--- src/rtl/ictn_ram.sv ---
// generic single write port ram with registered read
module ictn_ram #(
  parameter int WIDTH = 8,
  parameter int DEPTH = 256
) (
  input  logic                     clk,
  input  logic                     we,
  input  logic [$clog2(DEPTH)-1:0] waddr,
  input  logic [WIDTH-1:0]         wdata,
  input  logic [$clog2(DEPTH)-1:0] raddr,
  output logic [WIDTH-1:0]         rdata
);

  logic [WIDTH-1:0] mem [DEPTH];

  // write and registered read
  always_ff @(posedge clk) begin
    if (we) begin
      mem[waddr] <= wdata;
    end
    rdata <= mem[raddr];
  end

endmodule

--- config.mk ---
export PLATFORM = sky130hd
export DESIGN_NAME = ictn_ram
export DESIGN_NICKNAME = d
export VERILOG_FILES = /design/src/rtl/ictn_ram.sv
export SDC_FILE = /design/constraint.sdc
export NUM_CORES = 2
export LEC_CHECK = 0
export ABC_AREA = 1
export BUFFER_PORTS_ARGS = -buffer_cell sky130_fd_sc_hd__buf_2
export CAP_MARGIN = 20
export CORE_ASPECT_RATIO = 0.6
export CORE_MARGIN = 3
export CORE_UTILIZATION = 25
export DETAILED_ROUTE_END_ITERATION = 8
export PLACE_DENSITY = 0.46
export SYNTH_ARGS = -nofsm -noshare
export SYNTH_HDL_FRONTEND = slang
export SYNTH_SLANG_ARGS = --single-unit
--- constraint.sdc ---
create_clock -name clk -period 2.1 [get_ports clk]
set_input_delay 0.105 -clock clk [delete_from_list [all_inputs] [get_ports clk]]
set_output_delay 0.105 -clock clk [all_outputs]
set_load 0.05 [all_outputs]
-- Yosys cells after proc, flatten, opt, wreduce, memory -nomap -nowiden
Memory sizes are Yosys's and may differ from the RTL's. A register that Yosys moved wholly into a read port is not among the register bits.
Index checks and enable logic that the tools add are counted.
- memories: 1
- output and inout bits: 8
- register bits: 0
- logic and storage cells: 3
- bits in writable memories: 2048
- input bits: 26
- mux-type cells: 2
- memories (memory ; depth ; width ; read ports ; clocked after memory_dff ; wr ports ; line ; text):
    mem ; 256 ; 8 ; 1 ; 1 ; 1 ; 14 ; logic [WIDTH-1:0] mem [DEPTH];
- operator list (kind ; count):
    1-bit two-way mux ; 2

-- Depth between registers and ports, before layout
- depth in word-level cells: 2
- depth in mapped cells: 15
- mapped depth without buffers: 11

-- Worst setup path after synthesis
No wires, ideal clock.
- path type: input -> register
- start point: in we
- end point: mem mem[162][0], enable pin
- arrival: 1.226 ns
- buffers on the path: 2
- setup time: 0.370 ns
- stages: 4
- setup slack: 0.504 ns
- required time: 1.730 ns
- cells stage by stage: clkbuf_1 > nand3_1 > clkbuf_1 > nor2_1
- cells in the longest elaborated chain, start to end: 2
- RTL lines (what ; line ; text):
    start: declaration ; 7 ; input logic we,
    1-bit two-way mux ; 18 ; if (we) begin
    1-bit two-way mux (not written as such) ; 19 ; mem[waddr] <= wdata;
    end: declaration ; 14 ;
No other way between the ends.

==> impl_metrics.ini <==
[timing]
hold_viol_final = 0
max_freq_ghz = 0.4997
rsz0062_at_grt = false
final.setup.tns_ns = 0
relSlewSlack_pct = 48.90
clock_skew_ns = 0.04888
worst_pin_slew_ns = 0.7647
period_needed_ns = 2.001
drv_slew = 0
whs_ns = 0.09875
setup_viol = 0
setup_ws_ns = 0.09879
period_share_pct = 95.30

[route]
first_pass_iters = 5
drc = 0
via_count = 57334
wl_um = 286100
viasPerCell = 4.786
antenna_left = 0
drt_iter0_drc = 7858
wl_per_cell_um = 23.88

[worst_setup_path]
critPathMaxFanout = 1
path_delay_family = simple AND/OR/NAND/NOR gates
worstPathRequired_ns = 2.85
startpoint_type = flip-flop
ff2ff_setup_slack_ns = 0.1
worstPathArrival_ns = 2.75
critical_path_class = reg -> reg
critPathBufInv = 1
crit_path_cell_trace = nand2_1 > nand3_1 > nand3_1 > nand3_1 > nand3_1 > nand3_1 > buf_4 > nand3_2 > nand2_1 > nand2_1 > nand2_1
timing.rr.end = rdata[5]$_DFF_P_
worst_r2r_path_depth = 11
slowest_delay_ns = 0.37
r2r-start = mem[215][5]$_DFFE_PP_
cp_slowest_cell = edfxtp_1
cpMostUsedCell = nand3_1
cp-end-kind = flip-flop

[synthesis]
ys_seq_area_share_pct = 73.94
syn-num-nets = 7029
syn_avg_cell_area_um2 = 11.91
synth_area_um2 = 83400
netlist_instances = 7003
yosys_warnings = 0
yosysUniqueCellTypes = 14
ys_seq_elements = 2056

[finish]
syn_to_final_growth_pct = 19.75
layout-drive-gt1-share_pct = 13.46
nFillCells = 33397
stdcell_count = 11980
nets = 7489

[hold_path]
min_path_type = in -> reg
hold_path_depth = 6
hold_path_end = mem[184][7]$_DFFE_PP_
min-delay-start = waddr[7]

[global_route]
grt_max_degree = 84
grt_pass1_wl_um = 406200
antenna_found_initial = 29
overflow = 0
grt_util_all_layers_pct = 16.37
grt_pass1_vias = 53802

[outcome]
status = finished, final reports clean

[floorplan]
initial_core_util_pct = 25.24
rows = 163
io-pin-count = 34
core_area_um2 = 330400
die_area_um2 = 340800
die_w_um = 751.6
die_height_um = 453.4

[clock_tree]
insertion_delay_ns = 0.86
htreeDepth = 4
root_buffer = clkbuf_16
clk_pin_slew_ns = 0.07
clk_path_buf_depth = 4
cts_buffers = 187
cts_setup_buffers = 0
cts_tree = done
clock-sinks = 2056

[placed_design]
pre_cts_slack_ns = -0.6637
dp_hpwl_um = 186400
io_buffers = 33
place.gp.congestion = 0.8790
placed_cells_incl_taps = 11635

[run]
cap_violations = 0

[pwr]
p_leak_nw = 34.93
power_density_nw_per_um2 = 865.7
peakVddDrop_v = 0.0006261
power.total_mw = 86.45
## cell type report
type	instances	area, um2	area share, %
Multi-Input combinational cell	4425	19240	19.26
Clock buffer	237	5045	5.052
Clock inverter	91	859.6	0.8608
Sequential cell	2056	61660	61.74
Tap cell	4372	5470	5.478
Antenna cell	6	15.01	0.01503
Inverter	39	180.2	0.1804
Timing Repair Buffer	754	7398	7.408
## Yosys cell counts (all sizes together)
cell,instances,area [um2]
nand2,2123,7969
nand3,2019,10100
nor2,283,1062
buf,371,2032
clkbuf,112,420.4
edfxtp,2048,61500
dfxtp,8,160.2
inv,39,148.9
## per-stage QoR
stage          util [%]  cell area [um2]
2_1_floorplan         -            83400
3_3_place_gp      28.38            93760
3_5_place_dp      28.38            93760
4_1_cts           30.20            99790
5_1_grt           30.22            99850
6_report          30.23            99860
## report_power, final
| group | switching, mW | internal, mW |
|---|---|---|
| logic | 4.73 | 1.86 |
| registers | 0.0510 | 45.2 |
| clock network | 15.5 | 19.1 |
## layout by cell type, fill, tap and decap left out, drive strengths merged
cell,instances
nand2,2123
edfxtp,2048
nand3,2019
buf,743
nor2,283
clkbuf,237
clkinv,73
inv,39
bufinv,18
dlygate4sd3,11
dfxtp,8
diode,6
## how the worst max path moves through the flow
stage | start | to | slack (ns) | cells past startpoint
global placement | raddr[0] | rdata[0]$_DFF_P_ | -0.67 | 15
detailed placement | raddr[0] | rdata[0]$_DFF_P_ | -0.66 | 15
floorplan | we | mem[162][0]$_DFFE_PP_ | 0.50 | 4
CTS | mem[215][3]$_DFFE_PP_ | rdata[3]$_DFF_P_ | 0.02 | 11
finish | mem[215][5]$_DFFE_PP_ | rdata[5]$_DFF_P_ | 0.1 | 11
global route | mem[215][4]$_DFFE_PP_ | rdata[4]$_DFF_P_ | 0.01 | 11
## worst min-delay path: stages
cell and delay [ns]:
buf_2 0.12, nand2_1 0.08, nor2_1 0.05, nand2_1 0.14
nor2_1 0.07, buf_4 0.19
## sequential cells by signal (all words and copies together) (netlist names)
name,count
mem,2048
rdata,8
## metal layers
| metal | GRT usage (%) | vias to the layer above | wire length (um) |
|---|---|---|---|
| met2 | 21.08 | 2539 | 108200 |
| met5 | 0 | - | 0 |
| met4 | 2.392 | 0 | 4355 |
| met1 | 26.47 | 28737 | 139600 |
| li1 | - | 25780 | - |
| met3 | 5.191 | 278 | 33920 |
## logic make-up (layout without fill, tap and decap cells)
| group | after synthesis | in the layout | share of synthesized area (%) |
|---|---|---|---|
| buf+inv | 522 | 1121 | 3.119 |
| flops | 2056 | 2056 | 73.94 |
| other cells | 0 | 6 | 0 |
| simple gates | 4425 | 4425 | 22.95 |
## what timing repair did
action | in CTS | in global routing
setup endpoints to repair | 3 | 8
resized for setup | 3 | 12
hold buffers | 11 | 0
hold endpoints to repair | 1558 | 0
gates cloned | 0 | 0
Power figures use the tool's default switching activity.
