**config.mk**
```make
export PLATFORM = sky130hd
export DESIGN_NAME = ictn_cell
export DESIGN_NICKNAME = d
export VERILOG_FILES = /design/src/rtl/ictn_pkg.sv /design/src/rtl/ictn_cell.sv
export SDC_FILE = /design/constraint.sdc
export NUM_CORES = 1
export LEC_CHECK = 0
export BUFFER_PORTS_ARGS = -buffer_cell sky130_fd_sc_hd__buf_2
export CAP_MARGIN = 30
export CORE_MARGIN = 1
export CORE_UTILIZATION = 40
export DETAILED_ROUTE_END_ITERATION = 6
export PLACE_DENSITY = 0.7
export SYNTH_ARGS = -nofsm -noshare
export SYNTH_HDL_FRONTEND = slang
export SYNTH_SLANG_ARGS = --single-unit
```
**constraint.sdc**
```tcl
create_clock -name clk -period 4.2 [get_ports clk]
set_input_delay 0.42 -clock clk [delete_from_list [all_inputs] [get_ports clk]]
set_output_delay 0.42 -clock clk [all_outputs]
set_load 0.03 [all_outputs]
```
**src/rtl/ictn_pkg.sv**
```systemverilog
// shared types, constants and codes for the item cf top-n recommender
package ictn_pkg;

  localparam int ITEMS       = 256;
  localparam int ID_W        = 8;
  localparam int MAX_TOP_DEF = 64;
  localparam int ACC_W       = 48;
  localparam int NORM_W      = 24;

  // request kinds
  localparam logic [2:0] KIND_CLEAR  = 3'd0;
  localparam logic [2:0] KIND_HIST   = 3'd1;
  localparam logic [2:0] KIND_TUPLE  = 3'd2;
  localparam logic [2:0] KIND_TOTAL  = 3'd3;
  localparam logic [2:0] KIND_FINISH = 3'd4;

  // configuration register indexes
  localparam logic REG_TOP_N  = 1'b0;
  localparam logic REG_THRESH = 1'b1;

  typedef struct packed {
    logic [2:0]         kind;
    logic [7:0]         item_id;
    logic [7:0]         neighbor_id;
    logic signed [15:0] user_score;
    logic signed [15:0] similarity;
    logic signed [31:0] item_total;
  } in_t;

  typedef struct packed {
    logic [7:0]         rec_item;
    logic signed [31:0] rank_score;
    logic               is_last;
    logic               is_empty;
    logic               from_cold_start;
  } out_t;

  // one ranked entry held or passed along the chain
  typedef struct packed {
    logic               vld;
    logic signed [31:0] score;
    logic [ID_W-1:0]    id;
  } entry_t;

  // control shared by all chain cells
  typedef struct packed {
    logic clr;
    logic pop;
  } cell_ctrl_t;

endpackage

```
**src/rtl/ictn_cell.sv**
```systemverilog
// one cell of the sorted top-n chain: keeps the better entry, passes the other
module ictn_cell import ictn_pkg::*; (
  input  logic       clk,
  input  logic       rst_n,
  input  cell_ctrl_t ctrl,
  input  entry_t     cand_in,
  input  entry_t     nbr_hold,
  output entry_t     pass_out,
  output entry_t     hold
);

  entry_t hold_r;
  entry_t pass_r;
  logic   better;

  // higher score wins, equal score goes to the lower id
  assign better = (cand_in.score > hold_r.score) ||
                  ((cand_in.score == hold_r.score) && (cand_in.id < hold_r.id));

  always_ff @(posedge clk) begin
    if (!rst_n || ctrl.clr) begin
      hold_r.vld <= 1'b0;
      pass_r.vld <= 1'b0;
    end else if (ctrl.pop) begin
      hold_r     <= nbr_hold;
      pass_r.vld <= 1'b0;
    end else if (cand_in.vld) begin
      if (!hold_r.vld) begin
        hold_r     <= cand_in;
        pass_r.vld <= 1'b0;
      end else if (better) begin
        hold_r <= cand_in;
        pass_r <= hold_r;
      end else begin
        pass_r <= cand_in;
      end
    end else begin
      pass_r.vld <= 1'b0;
    end
  end

  assign hold     = hold_r;
  assign pass_out = pass_r;

endmodule

```
After elaboration in Yosys (flattened, before gate mapping)
Cells that the tools add are included.
- add/subtract/negate cells: 0
- $mul: 0
- mux-type cells: 5
- eq/ne operators: 2
- div/mod/pow operators: 0
- shift operators: 0
- magnitude comparators: 2
- reduce and logical (&&, ||, !) cells: 8
- bitwise gates (word level): 4
- operator list (operator ; count):
    $mux W40 ; 3
    $mux W41 ; 2
    $eq A32 B32 Y1 ; 1
    $gt A32 B32 Y1 ; 1
    $lt A8 B8 Y1 ; 1
    $not A1 Y1 ; 4
    $reduce_and A4 Y1 ; 1
    $reduce_or A4 Y1 ; 1
    $ne A3 B2 Y1 const B ; 1
    $reduce_and A3 Y1 ; 1
    $logic_or A1 B1 Y1 ; 2
    $reduce_bool A2 Y1 ; 1
    $logic_and A1 B1 Y1 ; 1
    $logic_not A1 Y1 ; 1
- word-level logic and storage cells: 27
- register bits: 82
- memories kept: 0
- input port bits: 86
- output and inout bits: 82
- RAM bits: 0
- bits in read-only memories: 0
- bits in latches: 0

Longest topological paths before layout
- depth in word-level cells: 7
- gate-level depth with buffers: 9

Worst setup path before layout
No wires, ideal clock.
- path kind: reg2reg
- from: reg hold_r, in the netlist hold[39]
- to: reg hold_r, in the netlist hold[0] (enable)
- data required time: 3.749 ns
- buffers on the path: 1
- setup time: 0.451 ns
- path slack: -0.390 ns
- cell stages (with the launch flop): 10
- data arrival time: 4.139 ns
- cells stage by stage: edfxtp_1 -> inv_1 -> ha_1 -> and4_1 -> and2_1 -> a221o_1 -> nor3_1 -> a211oi_4 -> buf_6 -> a21oi_1
- longest elaborated chain between the ends: 5
- elaborated cells between the ends (all ways): 6
- classes of those cells: order compare: 1; eq/ne: 2; reduce/logical: 3
- RTL lines (item ; line ; RTL):
    start: declaration ; ictn_cell.sv:12 ; entry_t hold_r;
    start signal: assignment ; ictn_cell.sv:25 ; hold_r <= nbr_hold;
    start signal: assignment ; ictn_cell.sv:29 ; hold_r <= cand_in;
    start signal: assignment ; ictn_cell.sv:32 ; hold_r <= cand_in;
    parallel branches: the longest is 2 deep, another holds $gt A32 B32 Y1 ; n/a ;
    $logic_or A1 B1 Y1 (*) ; ictn_cell.sv:17 ; assign better = (cand_in.score > hold_r.score) ||
    $ne A3 B2 Y1 (no source line) (*) ; n/a ;
    $reduce_and A3 Y1 (no source line) (*) ; n/a ;
Mark *: on every way between the ends.
A chain may end at the register's enable or synchronous reset.

Worst setup path in the final report
- from: reg hold_r, in the netlist hold[22]
- to: reg pass_r, in the netlist pass_out[29] (data pin)
- longest elaborated chain between the ends: 4
- elaborated cells between the ends (all ways): 5
- classes of those cells: order compare: 1; eq/ne: 1; mux: 1; reduce/logical: 2
- RTL lines (item ; line ; RTL):
    parallel branches: the longest is 2 deep, another holds $gt A32 B32 Y1 ; n/a ;
    $logic_or A1 B1 Y1 (*) ; ictn_cell.sv:17 ;
    $mux W40 (*) ; ictn_cell.sv:31 ; end else if (better) begin
    end signal: assignment ; ictn_cell.sv:33 ; pass_r <= hold_r;
    end signal: assignment ; ictn_cell.sv:35 ; pass_r <= cand_in;
    end: declaration ; ictn_cell.sv:13 ; entry_t pass_r;
Marks and branches as above.

==> results.py <==
metrics = {
    "timing": {
        "relSlewSlack": 0.585,
        "whs_ns": 0.347,
        "finalMaxSlewViolations": 0,
        "worst_pin_slew_ns": 0.623,
        "rsz0062_at_grt": "false",
        "finalHoldViolations": 0,
        "period_share": 0.745,
        "clock-skew-final_ns": 0.00918,
        "fmax_mhz": 320,
        "tns_ns": 0,
        "setup_viol": 0,
        "layout_min_cycle_time_ns": 3.13,
    },
    "global_route": {
        "grt_usage": 0.187,
        "grt_max_degree": 45,
        "grt_overflow": 0,
        "antenna_found_initial": 1,
        "grt_pass1_wl_um": 16300,
        "grt_pass1_vias": 3225,
    },
    "placed_design": {
        "place_hpwl_um": 7650,
        "port_buffers": 167,
        "routabilityCongestion": 0.805,
    },
    "floorplanning": {
        "fp.dieArea_mm2": 0.0116,
        "die_x_um": 108,
        "rows": 38,
        "coreArea_mm2": 0.0108,
        "num_io_pins": 168,
        "initial_core_util": 0.412,
        "die_h_um": 108,
    },
    "power": {
        "p_leak_uw": 0.00249,
        "p_sw_uw": 473,
        "pwr-share-comb": 0.187,
        "p_clk_frac": 0.286,
        "p_int_uw": 1320,
        "seqPwrFrac": 0.527,
        "vdd_drop_max_uv": 145,
        "p_sw_frac": 0.263,
        "powerDensity_mw_per_mm2": 318,
    },
    "setup_path": {
        "start_kind": "flop",
        "rr_worst_depth": 9,
        "crit_start": "hold[22]",
        "r2r_start": "hold[22]",
        "arrival_ns": 3.23,
        "endpoint_kind": "flop",
        "required_ns": 4.30,
        "path_max_fanout": 22,
        "criticalPathCategory": "reg2reg",
    },
    "drt": {
        "drc": 0,
        "drt-initial-drc-count": 97,
        "viasPerCell": 4.92,
        "wl_per_cell_um": 16.3,
        "vias": 3155,
        "ant_nets": 0,
        "wl_um": 10400,
        "drt_first_pass_iters": 4,
    },
    "yosys": {
        "avgSynthCellArea_um2": 13.9,
        "ys_seq_area_frac": 0.546,
        "synth_cell_types": 31,
        "synth.net_count": 446,
        "yosysWarningCount": 0,
        "ys_ff_latch": 82,
        "netlist_area_mm2": 0.00447,
        "synthCells": 321,
    },
    "clocking": {
        "clock_latency_ns": 0.35,
        "ctsResizeCount": 0,
        "cts_buffers": 9,
        "root_buffer": "clkbuf_8",
        "clk_pin_slew_ns": 0.08,
        "post_cts_buffers": 0,
        "clkSinkCount": 82,
        "tritoncts": "yes",
        "cts_buffer_depth": 2,
        "htree_levels": 3,
        "cts_hold_buf": 0,
    },
    "worst_hold_path": {
        "holdCritStartpoint": "cand_in[40]",
        "hold_path_class": "in2reg",
        "worstHoldPathCells": 2,
    },
    "job": {
        "drv_cap": 0,
    },
    "cells_and_area": {
        "area_delta_synth_final_pct": 26.4,
        "diodes": 0,
        "nNetsFinal": 621,
        "drive_above_1_share": 0.533,
    },
    "status": {
        "outcome": "complete, no violations",
    },
}
==> layout make-up <==
class / count / area [µm²]
fill: 967 / 5190
multi-input combinational: 190 / 1830
timing repair buffer: 173 / 893
tap: 140 / 175
inverter: 40 / 150
clock inverter: 3 / 15.0
clock buffer: 13 / 149
sequential: 82 / 2440
==> flip-flops by register name, indices dropped and copies added, names as in the netlist <==
register,count
hold,41
pass_out,41
==> placed cells by master (no fill, tap or decap), drive strengths merged, types with 2 or more instances in the layout <==
cell      n
buf     173
edfxtp   80
mux2     79
inv      40
ha       39
a21oi    16
clkbuf   13
o21ai    10
nand2     9
nand3     5
nand4     5
nand2b    4
and4      4
clkinv    3
or4       2
a221oi    2
nor2b     2
dfxtp     2
and3      2
==> cell usage after synthesis <==
master	n	area, µm²
a2111oi_0	1	8.76
a211oi_4	1	20.0
a21o_1	1	7.51
a21oi_1	16	80.1
a221o_1	1	10.0
a221oi_1	2	17.5
a31oi_1	1	6.26
a32o_1	1	10.0
and2_1	1	6.26
and3_1	2	12.5
and4_1	4	35.0
buf_1	3	11.3
buf_6	4	45.0
clkbuf_1	2	7.51
dfxtp_1	2	40.0
edfxtp_1	80	2400
ha_1	39	488
inv_1	40	150
mux2_1	2	22.5
mux2_2	77	867
nand2_1	9	33.8
nand2b_1	4	25.0
nand3_1	5	25.0
nand4_1	5	31.3
nor2_1	1	3.75
nor2b_1	2	12.5
nor3_1	1	5.00
o21ai_0	10	50.1
o21ba_2	1	10.0
o311a_1	1	10.0
or4_1	2	15.0
==> kinds of logic (layout without fill, tap and decap cells) <==
family	Yosys count	in the layout	share of synthesized area
adders and majority gates	39	39	0.109
and+or+nand+nor	36	36	0.0459
muxes	79	79	0.199
buffers and inverters	49	229	0.0479
AOI/OAI and AO/OA	36	36	0.0515
DFF	82	82	0.546
==> worst paths after layout <==
kind                   to  slack [ns]
max          pass_out[29]        1.07
min              hold[40]        0.35
max reg2reg  pass_out[29]        1.07
min reg2reg      hold[40]        0.59
==> metrics by stage <==
stage | instance area [µm²] | instances | worst slack [ns] | utilization | power (µW)
2_1_floorplan | 4470 | 321 | 0.425 | - | 1200
3_3_place_gp | 5470 | 624 | 0.929 | 0.504 | 1300
3_5_place_dp | 5470 | 624 | 0.889 | 0.504 | 1310
4_1_cts | 5630 | 640 | 1.03 | 0.519 | 1810
5_1_grt | 5650 | 641 | 0.841 | 0.521 | 1880
6_report | 5650 | 641 | 1.07 | 0.521 | 1800
==> per-layer routing <==
layer	share of wire	track usage	routed length, µm
met1	0.44	0.240	4600
met2	0.49	0.310	5110
met3	0.052	0.0375	547
met4	0.014	0.0695	146
met5	0.0012	0	13
==> worst max-delay path, stage by stage (launching register included) <==
cell	delay (ns)
edfxtp_1	0.39
inv_1	0.06
ha_1	0.30
nand4_1	0.18
or4_1	0.59
a21oi_1	0.13
o21ai_0	0.16
a211oi_4	0.31
buf_4	0.36
mux2_2	0.38
==> power by group through the flow <==
stage | Sequential, µW | Clock (µW) | Combinational (µW)
global route | 951 | 555 | 373
CTS | 948 | 524 | 341
finish | 948 | 514 | 336
floorplan | 1000 | 0 | 193
detailed placement | 967 | 0 | 339
global placement | 966 | 0 | 330
Power figures use the tool's default switching activity.
