`src/rtl/ictn_pkg.sv`:
```
// shared types, constants and codes for the item cf top-n recommender
package ictn_pkg;

  localparam int ITEMS       = 256;
  localparam int ID_W        = 8;
  localparam int MAX_TOP_DEF = 64;
  localparam int ACC_W       = 48;
  localparam int NORM_W      = 24;

  // request kinds
  localparam logic [2:0] KIND_CLEAR  = 3'd0;
  localparam logic [2:0] KIND_HIST   = 3'd1;
  localparam logic [2:0] KIND_TUPLE  = 3'd2;
  localparam logic [2:0] KIND_TOTAL  = 3'd3;
  localparam logic [2:0] KIND_FINISH = 3'd4;

  // configuration register indexes
  localparam logic REG_TOP_N  = 1'b0;
  localparam logic REG_THRESH = 1'b1;

  typedef struct packed {
    logic [2:0]         kind;
    logic [7:0]         item_id;
    logic [7:0]         neighbor_id;
    logic signed [15:0] user_score;
    logic signed [15:0] similarity;
    logic signed [31:0] item_total;
  } in_t;

  typedef struct packed {
    logic [7:0]         rec_item;
    logic signed [31:0] rank_score;
    logic               is_last;
    logic               is_empty;
    logic               from_cold_start;
  } out_t;

  // one ranked entry held or passed along the chain
  typedef struct packed {
    logic               vld;
    logic signed [31:0] score;
    logic [ID_W-1:0]    id;
  } entry_t;

  // control shared by all chain cells
  typedef struct packed {
    logic clr;
    logic pop;
  } cell_ctrl_t;

endpackage

```
`src/rtl/ictn_div.sv`:
```
// bit-serial signed by unsigned divider with 32-bit saturation
module ictn_div import ictn_pkg::*; (
  input  logic                     clk,
  input  logic                     rst_n,
  input  logic                     go,
  input  logic signed [ACC_W-1:0]  dividend,
  input  logic [NORM_W-1:0]        divisor,
  output logic                     done,
  output logic signed [31:0]       quot
);

  localparam int CW = $clog2(ACC_W + 1);

  logic [NORM_W:0]   rem_r;
  logic [ACC_W-1:0]  quo_r;
  logic [NORM_W-1:0] dvs_r;
  logic              neg_r;
  logic [CW-1:0]     cnt_r;
  logic              run_r;
  logic              done_r;
  logic [NORM_W:0]   shl;
  logic [NORM_W:0]   diff;
  logic              fits;

  // one quotient bit per cycle
  assign shl  = {rem_r[NORM_W-1:0], quo_r[ACC_W-1]};
  assign diff = shl - {1'b0, dvs_r};
  assign fits = shl >= {1'b0, dvs_r};

  always_ff @(posedge clk) begin
    if (!rst_n) begin
      run_r  <= 1'b0;
      done_r <= 1'b0;
    end else begin
      done_r <= 1'b0;
      if (go) begin
        run_r <= 1'b1;
        cnt_r <= CW'(ACC_W);
        rem_r <= '0;
        dvs_r <= divisor;
        neg_r <= dividend[ACC_W-1];
        quo_r <= dividend[ACC_W-1] ? ACC_W'(-dividend) : ACC_W'(dividend);
      end else if (run_r) begin
        rem_r <= fits ? diff : shl;
        quo_r <= {quo_r[ACC_W-2:0], fits};
        cnt_r <= cnt_r - CW'(1);
        if (cnt_r == CW'(1)) begin
          run_r  <= 1'b0;
          done_r <= 1'b1;
        end
      end
    end
  end

  // sign and saturate the magnitude quotient
  always_comb begin
    if (!neg_r) begin
      quot = (quo_r > ACC_W'(32'h7FFF_FFFF)) ? 32'sh7FFF_FFFF : $signed(quo_r[31:0]);
    end else begin
      quot = (quo_r > ACC_W'(33'h0_8000_0000)) ? 32'sh8000_0000 :
             $signed(-quo_r[31:0]);
    end
  end

  assign done = done_r;

endmodule

```
`config.mk`:
```
export PLATFORM = sky130hd
export DESIGN_NAME = ictn_div
export DESIGN_NICKNAME = d
export VERILOG_FILES = /design/src/rtl/ictn_pkg.sv /design/src/rtl/ictn_div.sv
export SDC_FILE = /design/constraint.sdc
export NUM_CORES = 1
export LEC_CHECK = 0
export ABC_AREA = 1
export BUFFER_PORTS_ARGS = -buffer_cell sky130_fd_sc_hd__buf_4
export CORE_AREA = 3 3 163 165
export CTS_CLUSTER_SIZE = 40
export DETAILED_ROUTE_END_ITERATION = 10
export DIE_AREA = 0 0 166 168
export HOLD_SLACK_MARGIN = 0.03
export MAX_ROUTING_LAYER = met4
export PLACE_DENSITY = 0.62
export SETUP_SLACK_MARGIN = 0.02
export SLEW_MARGIN = 0
export SYNTH_ARGS = -nofsm -noshare
export SYNTH_HDL_FRONTEND = slang
export SYNTH_SLANG_ARGS = --single-unit
```
`constraint.sdc`:
```
create_clock -name clk -period 4 [get_ports clk]
set_input_delay 0.2 -clock clk [delete_from_list [all_inputs] [get_ports clk]]
set_output_delay 0.2 -clock clk [all_outputs]
set_load 0.05 [all_outputs]
```
=== Yosys cells after proc, flatten, opt, wreduce, memory -nomap -nowiden ===
Index checks and enable logic that the tools add are counted.

* Equality and inequality tests: 1
* Multiplexer cells: 13
* Reductions and logical operators: 4
* Bitwise operators: 2
* Div/mod/pow operators: 0
* Shift-type cells: 0
* Add/sub/neg operators: 4
* Magnitude comparators: 3
* $mul: 0

{| class="wikitable"
|+ Operators by type and width
! kind !! count
|-
| $mux W48 || 3
|-
| $mux W32 || 3
|-
| $gt A48 B31 Y1 const B || 1
|-
| $gt A48 B32 Y1 const B || 1
|-
| $mux W24 || 2
|-
| $neg A48 Y48 || 1
|-
| $neg A32 Y32 || 1
|-
| $ge A25 B24 Y1 || 1
|-
| $sub A24 B24 Y24 || 1
|-
| $eq A6 B1 Y1 const B || 1
|-
| $mux W6 || 1
|-
| $sub A6 B1 Y6 const B || 1
|-
| $mux W1 || 4
|-
| $reduce_and A2 Y1 || 2
|-
| $reduce_or A3 Y1 || 1
|-
| $not A1 Y1 || 2
|-
| $reduce_bool A2 Y1 || 1
|}

* Bits in writable memories: 0
* Memories kept: 0
* Input bits: 75
* Flip-flop bits (word level): 105
* Output and inout bits: 33
* Logic and storage cells: 34
* ROM bits: 0
* Bits in latches: 0

=== Depth between registers and ports, before layout ===
Gate-level depths: netlist (run 1).

* Word-level depth: 4
* Depth in mapped cells: 16

=== Least setup slack after synthesis (run 1) ===
OpenSTA, ideal clock, no wires.

* Path kind: input to register
* From: input port go
* To: register cnt_r[0], enable pin
* Stages on the path: 3
* Required time: 3561 ps
* Buffers on the path: 1
* Slack: 1363 ps
* Data arrival time: 2197 ps
* Path through: clkbuf_1 > nand2_1 > nand2_1

* Cells in the longest elaborated chain, start to end: 2

{| class="wikitable"
|+ Ends and longest elaborated chain
! item !! line !! text
|-
| start, declared || ictn_div.sv:5 || <nowiki>input logic go,</nowiki>
|-
| $reduce_bool A2 Y1 (no source line) || -- ||
|-
| $reduce_and A2 Y1 (no source line) || -- ||
|-
| end signal, assigned || ictn_div.sv:38 || <nowiki>cnt_r <= CW'(ACC_W);</nowiki>
|-
| end signal, assigned || ictn_div.sv:46 || <nowiki>cnt_r <= cnt_r - CW'(1);</nowiki>
|-
| end, declared || ictn_div.sv:18 || <nowiki>logic [CW-1:0] cnt_r;</nowiki>
|}

Every way passes these cells.
A chain may end at the register's enable or synchronous reset.

=== Worst setup path in the final report (run 1) ===
* From: register quo_r[47]
* To: output port quot[5]

* Cells in the longest elaborated chain, start to end: 3

{| class="wikitable"
|+ Ends and longest elaborated chain
! item !! line !! text
|-
| start, declared || ictn_div.sv:15 || <nowiki>logic [ACC_W-1:0] quo_r;</nowiki>
|-
| start signal, assigned || ictn_div.sv:42 || <nowiki>quo_r <= dividend[ACC_W-1] ? ACC_W'(-dividend) : ACC_W'(dividend);</nowiki>
|-
| start signal, assigned || ictn_div.sv:45 || <nowiki>quo_r <= {quo_r[ACC_W-2:0], fits};</nowiki>
|-
| $gt A48 B31 Y1 / $gt A48 B32 Y1 (equally long branches) || ictn_div.sv:58, ictn_div.sv:60 ||
|-
| $mux W32, on equally long branches || ictn_div.sv:58, ictn_div.sv:60 ||
|-
| $mux W32 (*) || ictn_div.sv:57 || <nowiki>if (!neg_r) begin</nowiki>
|-
| end, declared || ictn_div.sv:9 || <nowiki>output logic signed [31:0] quot</nowiki>
|}

Mark *: on every way between the ends. The rest lies on a longest branch, timed or not.

==> results of run 1 <==
[cells in the final DEF (no fill, tap or decap), drive strengths merged, types with 11 or more instances in the layout]
| cell type | count |
|---|---|
| o21ai | 111 |
| nand4 | 37 |
| buf | 111 |
| edfxtp | 103 |
| a21oi | 20 |
| nand2 | 406 |
| ha | 28 |
| nand3 | 114 |
| xnor2 | 14 |
| xor2 | 42 |
| inv | 202 |
| clkbuf | 11 |
| nor3 | 17 |
| nor2 | 184 |
| dlygate4sd3 | 24 |
[where the power goes]
part | internal, mW | switching (mW) | leakage, nW | total [mW]
clock | 0.494 | 0.433 | 0.138 | 0.927
combinational | 0.442 | 0.836 | 3.85 | 1.28
sequential | 1.36 | 0.0880 | 1.01 | 1.45
total | 2.30 | 1.36 | 5.00 | 3.66
[final timing paths]
path	to	cells past startpoint	start	slack [ns]
max	quot[5]	8	quo_r[47]$_DFFE_PP_	0.79
min reg2reg	done$_SDFF_PP0_	2	run_r$_SDFF_PN0_	0.52
min	done$_SDFF_PP0_	3	rst_n	0.18
max reg2reg	rem_r[19]$_SDFFCE_PP0P_	13	rem_r[10]$_SDFFCE_PP0P_	1.35
[sequential cells by signal, indices dropped and copies added, names as in the netlist]
| name | cells |
|---|---|
| done | 1 |
| run_r | 1 |
| neg_r | 1 |
| cnt_r | 6 |
| rem_r | 24 |
| dvs_r | 24 |
| quo_r | 48 |
[stage by stage]
step | util (%) | cells | setup slack, ns | hold slack [ns]
after floorplan | - | 1333 | 1.36 | 0.299
after global placement | 40.2 | 1742 | 1.29 | 0.379
after detailed placement | 40.2 | 1742 | 1.16 | 0.379
after CTS | 42.4 | 1782 | 0.761 | 0.168
after global routing | 42.4 | 1782 | 0.503 | 0.193
final | 42.4 | 1782 | 0.787 | 0.182
[metal layers]
metal / up-vias / track usage [%] / share of wire (%)
met5: - / - / 0
li1: 4537 / - / -
met3: 35 / 1.78 / 3.8
met4: 0 / 5.79 / 2.2
met1: 4010 / 26.4 / 48
met2: 203 / 31.7 / 46
[kinds of logic after synthesis]
kind of cell / after synthesis
compound gates: 142
xor+xnor: 56
flops: 105
simple gates: 768
buf+inv: 233
fa+ha+maj: 29
[repair_timing]
item	in CTS	in global routing
setup buffers	0	0
hold endpoints to repair	24	0
hold buffers	24	0
[worst max-delay path: stages, from the launching register on]
cell and delay, ns:
edfxtp_1 0.42, nor2_1 0.12, nand4_1 0.11, nor2_1 0.27, nand2_1 0.63, nand2_4 0.36, nand2_4 0.25, o21ai_0 0.24
buf_4 0.23
[cell type report]
type / instances / area, µm² / area share (%)
multi-input combinational: 995 / 4980 / 46.7
sequential: 105 / 3130 / 29.4
timing repair buffer: 135 / 1090 / 10.2
inverter: 201 / 754 / 7.07
tap: 330 / 413 / 3.87
clock buffer: 11 / 233 / 2.18
clock inverter: 5 / 65.1 / 0.610
==> results.yml, run 1 <==
status:
  status: "completed"
timing:
  hold_viol: 0
  period_share_pct: 80.3
  setup_violations: 0
  setup_tns_ns: 0
  drv_slew: 0
  fmax_ghz: 0.311
  fin_skew_ns: 0.00822
  tightest_slew_ns: 0.979
  period_needed_ns: 3.21
  rsz0062_at_grt: "no"
  relSlewSlack_pct: 34.6
clocking:
  insertion_delay_ns: 0.35
  post_cts_resized: 0
  ctsLongestPathBuffers: 2
  cts_num_sinks: 105
  cts_root_buffer: "clkbuf_16"
  cts_tree: "done"
  numCtsBuffers: 9
  h-tree-depth: 3
  clkTransAtPathRegs_ns: 0.07
grt:
  grt-ovfl-total: 0
  grt_start_max_net_pins: 67
  grt_pass1_vias: 8352
  antenna_found_initial: 0
  grt_pass1_wl_um: 43200
  grtUsageTotal_pct: 19.6
setup_path:
  cp-start-kind: "register"
  worstPathArrival_ns: 3.01
  worstPathMaxFanout: 32
  required_ns: 3.80
  criticalPathCategory: "reg -> out"
  end_kind: "output port"
route:
  drt-total-wl_um: 26900
  drt_iter0_markers: 558
  routedWlPerCell_um: 15.1
  num_vias: 8785
  detail_route.first_pass.iterations: 6
  vias_per_cell: 4.93
  drcViolationCount: 0
  ant_nets: 0
floorplanning:
  core_mm2: 0.0252
  die_h_um: 168
  start_util_pct: 35.9
  row_count: 58
  die_area_mm2: 0.0279
  ios: 108
  die_w_um: 166
placed_design:
  gp_congestion: 0.987
  place_hpwl_um: 21100
  placed_area_mm2: 0.0101
  io_buffers: 107
synthesis:
  synthAdderAreaFrac_pct: 4.10
  synth.area.top_cells: "edfxtp_1 (34%), nand2_1 (17%), inv_1 (7.9%)"
  synth_compound_area_share_pct: 9.23
  synth-xor-area-share_pct: 5.43
  synth_seq_cells: 105
  muxShareOfSynthArea_pct: 0
  syn-cell-area_mm2: 0.00903
  synth_top_family_by_area: "simple AND/OR/NAND/NOR gates"
  ys.flop_type: "edfxtp_1"
  yosysUniqueCellTypes: 44
  synth-simple-area-share_pct: 36.3
  seq_area_frac_synth_pct: 34.7
  syn_nets: 1437
  synth_top_area_share_pct: 34.2
  synth_edf_count: 103
  async_flop_share_pct: 0
  syn_area_per_cell_um2: 6.78
  synth.most_common_cell: "nand2_1"
  ys.warnings.count: 0
  synth_area_leader_cell: "edfxtp_1"
  synthCells: 1333
  synthTopCellsByCount: "nand2_1 (398), inv_1 (190), nor2_1 (173)"
cells_and_area:
  finish.net_count: 1551
  fillers: 2691
  antenna_cells: 0
  drive_above_1_share_pct: 12.7
  area_delta_synth_final_pct: 18.1
  final_cell_area_mm2: 0.0107
pwr:
  p_leak_nw: 5.00
  ir_drop_v: 0.000224
  power_per_cell_area_mw_per_mm2: 343
  fin_total_pwr_mw: 3.66
run:
  drv_cap: 0
worst_hold_path:
  holdCritPathClass: "in -> reg"
(Power assumes the default switching activity.)
==> run 2: changes to the inputs <==
clock period = 3.01 ns   (was 4 ns; I/O delays follow)
==> run 2 against run 1 <==
  * Clock skew increased by 0.0059 ns
  * Hold slack worse by 0.049 ns
  * Critical path depth up 3
  * Critical endpoint is now quot[27]
  * Critical path type unchanged
  * Non-clock buffer count up 8
  * Register-to-register slack worse by 0.98 ns
  * Global-route usage shrank 0.35 points
  * Die area is the same
  * Largest power group unchanged
==> results.yml, run 2 (synthesized netlist as in run 1, its figures left out) <==
status:
  status: "completed"
placed_design:
  gp_congestion: 0.992
  place_hpwl_um: 20800
  placed_area_mm2: 0.0102
  io_buffers: 107
worst_hold_path:
  hold_depth: 3
  holdCritPathClass: "in -> reg"
  min_to: "done$_SDFF_PP0_"
  worstHoldStart: "rst_n"
clocking:
  clkTransAtPathRegs_ns: 0.07
  cts_num_sinks: 105
  ctsLongestPathBuffers: 2
  insertion_delay_ns: 0.36
  numCtsBuffers: 9
  cts_root_buffer: "clkbuf_16"
  cts_tree: "done"
  cts_setup_buffers: 0
  h-tree-depth: 3
setup_path:
  max_stage_delay_ns: 0.37
  r2r_cells: 11
  r2r_setup_slack_ns: 0.37
  worstPathMaxFanout: 26
  worstPathArrival_ns: 2.61
  reg2reg_to: "rem_r[22]$_SDFFCE_PP0P_"
  crit_slowest_cell: "edfxtp_1"
  end_kind: "output port"
  required_ns: 2.86
  path_cells: "inv_1, ha_1, nand3_2, nor2_4, nand2_2, nor2_2, nand2_2, nand2_4, nand2_4, o21ai_2, buf_4"
  cp-start-kind: "register"
  timing.rr.start: "rem_r[8]$_SDFFCE_PP0P_"
  criticalPathCategory: "reg -> out"
pwr:
  p_leak_nw: 5.04
  power_per_cell_area_mw_per_mm2: 453
  ir_drop_v: 0.000327
route:
  ant_nets: 0
  detail_route.first_pass.iterations: 5
  drcViolationCount: 0
  met3_length_um: 1220
  vias_per_cell: 4.96
  drt-total-wl_um: 26400
  top_layer_used: "met4"
  routedWlPerCell_um: 14.8
  drt-met1-wl_um: 12300
  drt_iter0_markers: 718
  wl_met2_um: 12400
  num_vias: 8883
timing:
  relSlewSlack_pct: 41.7
  setup_violations: 0
  rsz0062_at_grt: "no"
  drv_slew: 0
  period_needed_ns: 2.77
  fin_skew_ns: 0.0141
  setup_tns_ns: 0
  fmax_ghz: 0.362
  tightest_slew_ns: 0.873
  period_share_pct: 91.9
  hold_viol: 0
grt:
  grt_start_max_net_pins: 44
  grt_pass1_wl_um: 42800
  grtUsageTotal_pct: 19.2
  antenna_found_initial: 0
  grt-ovfl-total: 0
  grt_pass1_vias: 8515
cells_and_area:
  antenna_cells: 0
  final_common_cell: "nand2_1"
  layout_common_cells: "nand2_1 (397), inv_1 (189), nor2_1 (172)"
  fillers: 2654
  multi_input_area_mm2: 0.00499
  largestRegisters: "quo_r (48), dvs_r (24), rem_r (24)"
  top_register: "quo_r"
  area_delta_synth_final_pct: 18.9
  finish.net_count: 1559
  largest_reg_flops: 48
  drive_above_1_share_pct: 13.2
  final_cell_area_mm2: 0.0107
  regArea_mm2: 0.00313
floorplanning:
  die_w_um: 166
  row_count: 58
  die_area_mm2: 0.0279
  core_mm2: 0.0252
  ios: 108
  die_h_um: 168
  start_util_pct: 35.9
run:
  drv_cap: 0
==> run 2: changes by cell type in the layout (fill, tap and decap cells not counted) <==
cell           change
buf_4              +7
clkbuf_1           -2
clkinv_1           +1
clkinv_4           +1
dlygate4sd3_1      +1
nor2_1             -1
nor2_2             +1
o21ai_0            -1
o21ai_1            +1
==> run 2: per-layer routing <==
layer / vias to the layer above / global-route usage (%)
met4: 0 / 4.41
li1: 4536 / -
met1: 4066 / 25.9
met2: 254 / 31.4
met5: - / -
met3: 27 / 2.16
==> run 2: worst max-delay path, delay by kind of cell, from the launching register on <==
family	cells	cell delay [ns]
buffers and inverters	2	0.42
and+or+nand+nor	7	0.93
adders and majority gates	1	0.24
AOI/OAI and AO/OA	1	0.29
DFF	1	0.37
==> run 2: final cells by class <==
class / count / share of cell area (%)
multi-input combinational: 995 / 46.4
sequential: 105 / 29.2
timing repair buffer: 143 / 10.7
inverter: 201 / 7.03
tap: 330 / 3.84
clock buffer: 9 / 2.10
clock inverter: 7 / 0.722
==> run 2: how the worst max path moves through the flow <==
stage	start	end	cells after the start
finish	quo_r[0]$_DFFE_PP_	quot[27]	11
global route	quo_r[0]$_DFFE_PP_	quot[7]	11
CTS	quo_r[0]$_DFFE_PP_	quot[20]	10
detailed placement	rem_r[8]$_SDFFCE_PP0P_	rem_r[22]$_SDFFCE_PP0P_	11
global placement	rem_r[8]$_SDFFCE_PP0P_	rem_r[22]$_SDFFCE_PP0P_	11
floorplan	go	cnt_r[0]$_SDFFCE_PP0P_	3
==> run 2: repair_timing <==
action,4_1_cts,5_1_grt
gates resized for setup,0,2
endpoints found under the hold margin,25,0
hold buffers,25,0
setup endpoints to repair,0,2
==> run 2: power breakdown <==
part           switching (mW)  internal [mW]  leakage [nW]
clock network           0.583          0.654         0.142
logic                    1.10          0.597          3.88
registers               0.114           1.81          1.01
==> run 2: through the flow <==
stage	power, mW	util, %	cells	hold WS, ns	worst slack [ns]
after global routing	5.20	42.6	1790	0.140	0.0355
after detailed placement	3.63	40.4	1749	0.330	0.422
final	4.86	42.6	1790	0.133	0.245
after CTS	4.89	42.6	1790	0.118	0.158
after global placement	3.61	40.4	1749	0.330	0.403
after floorplan	3.16	-	1333	0.249	0.423
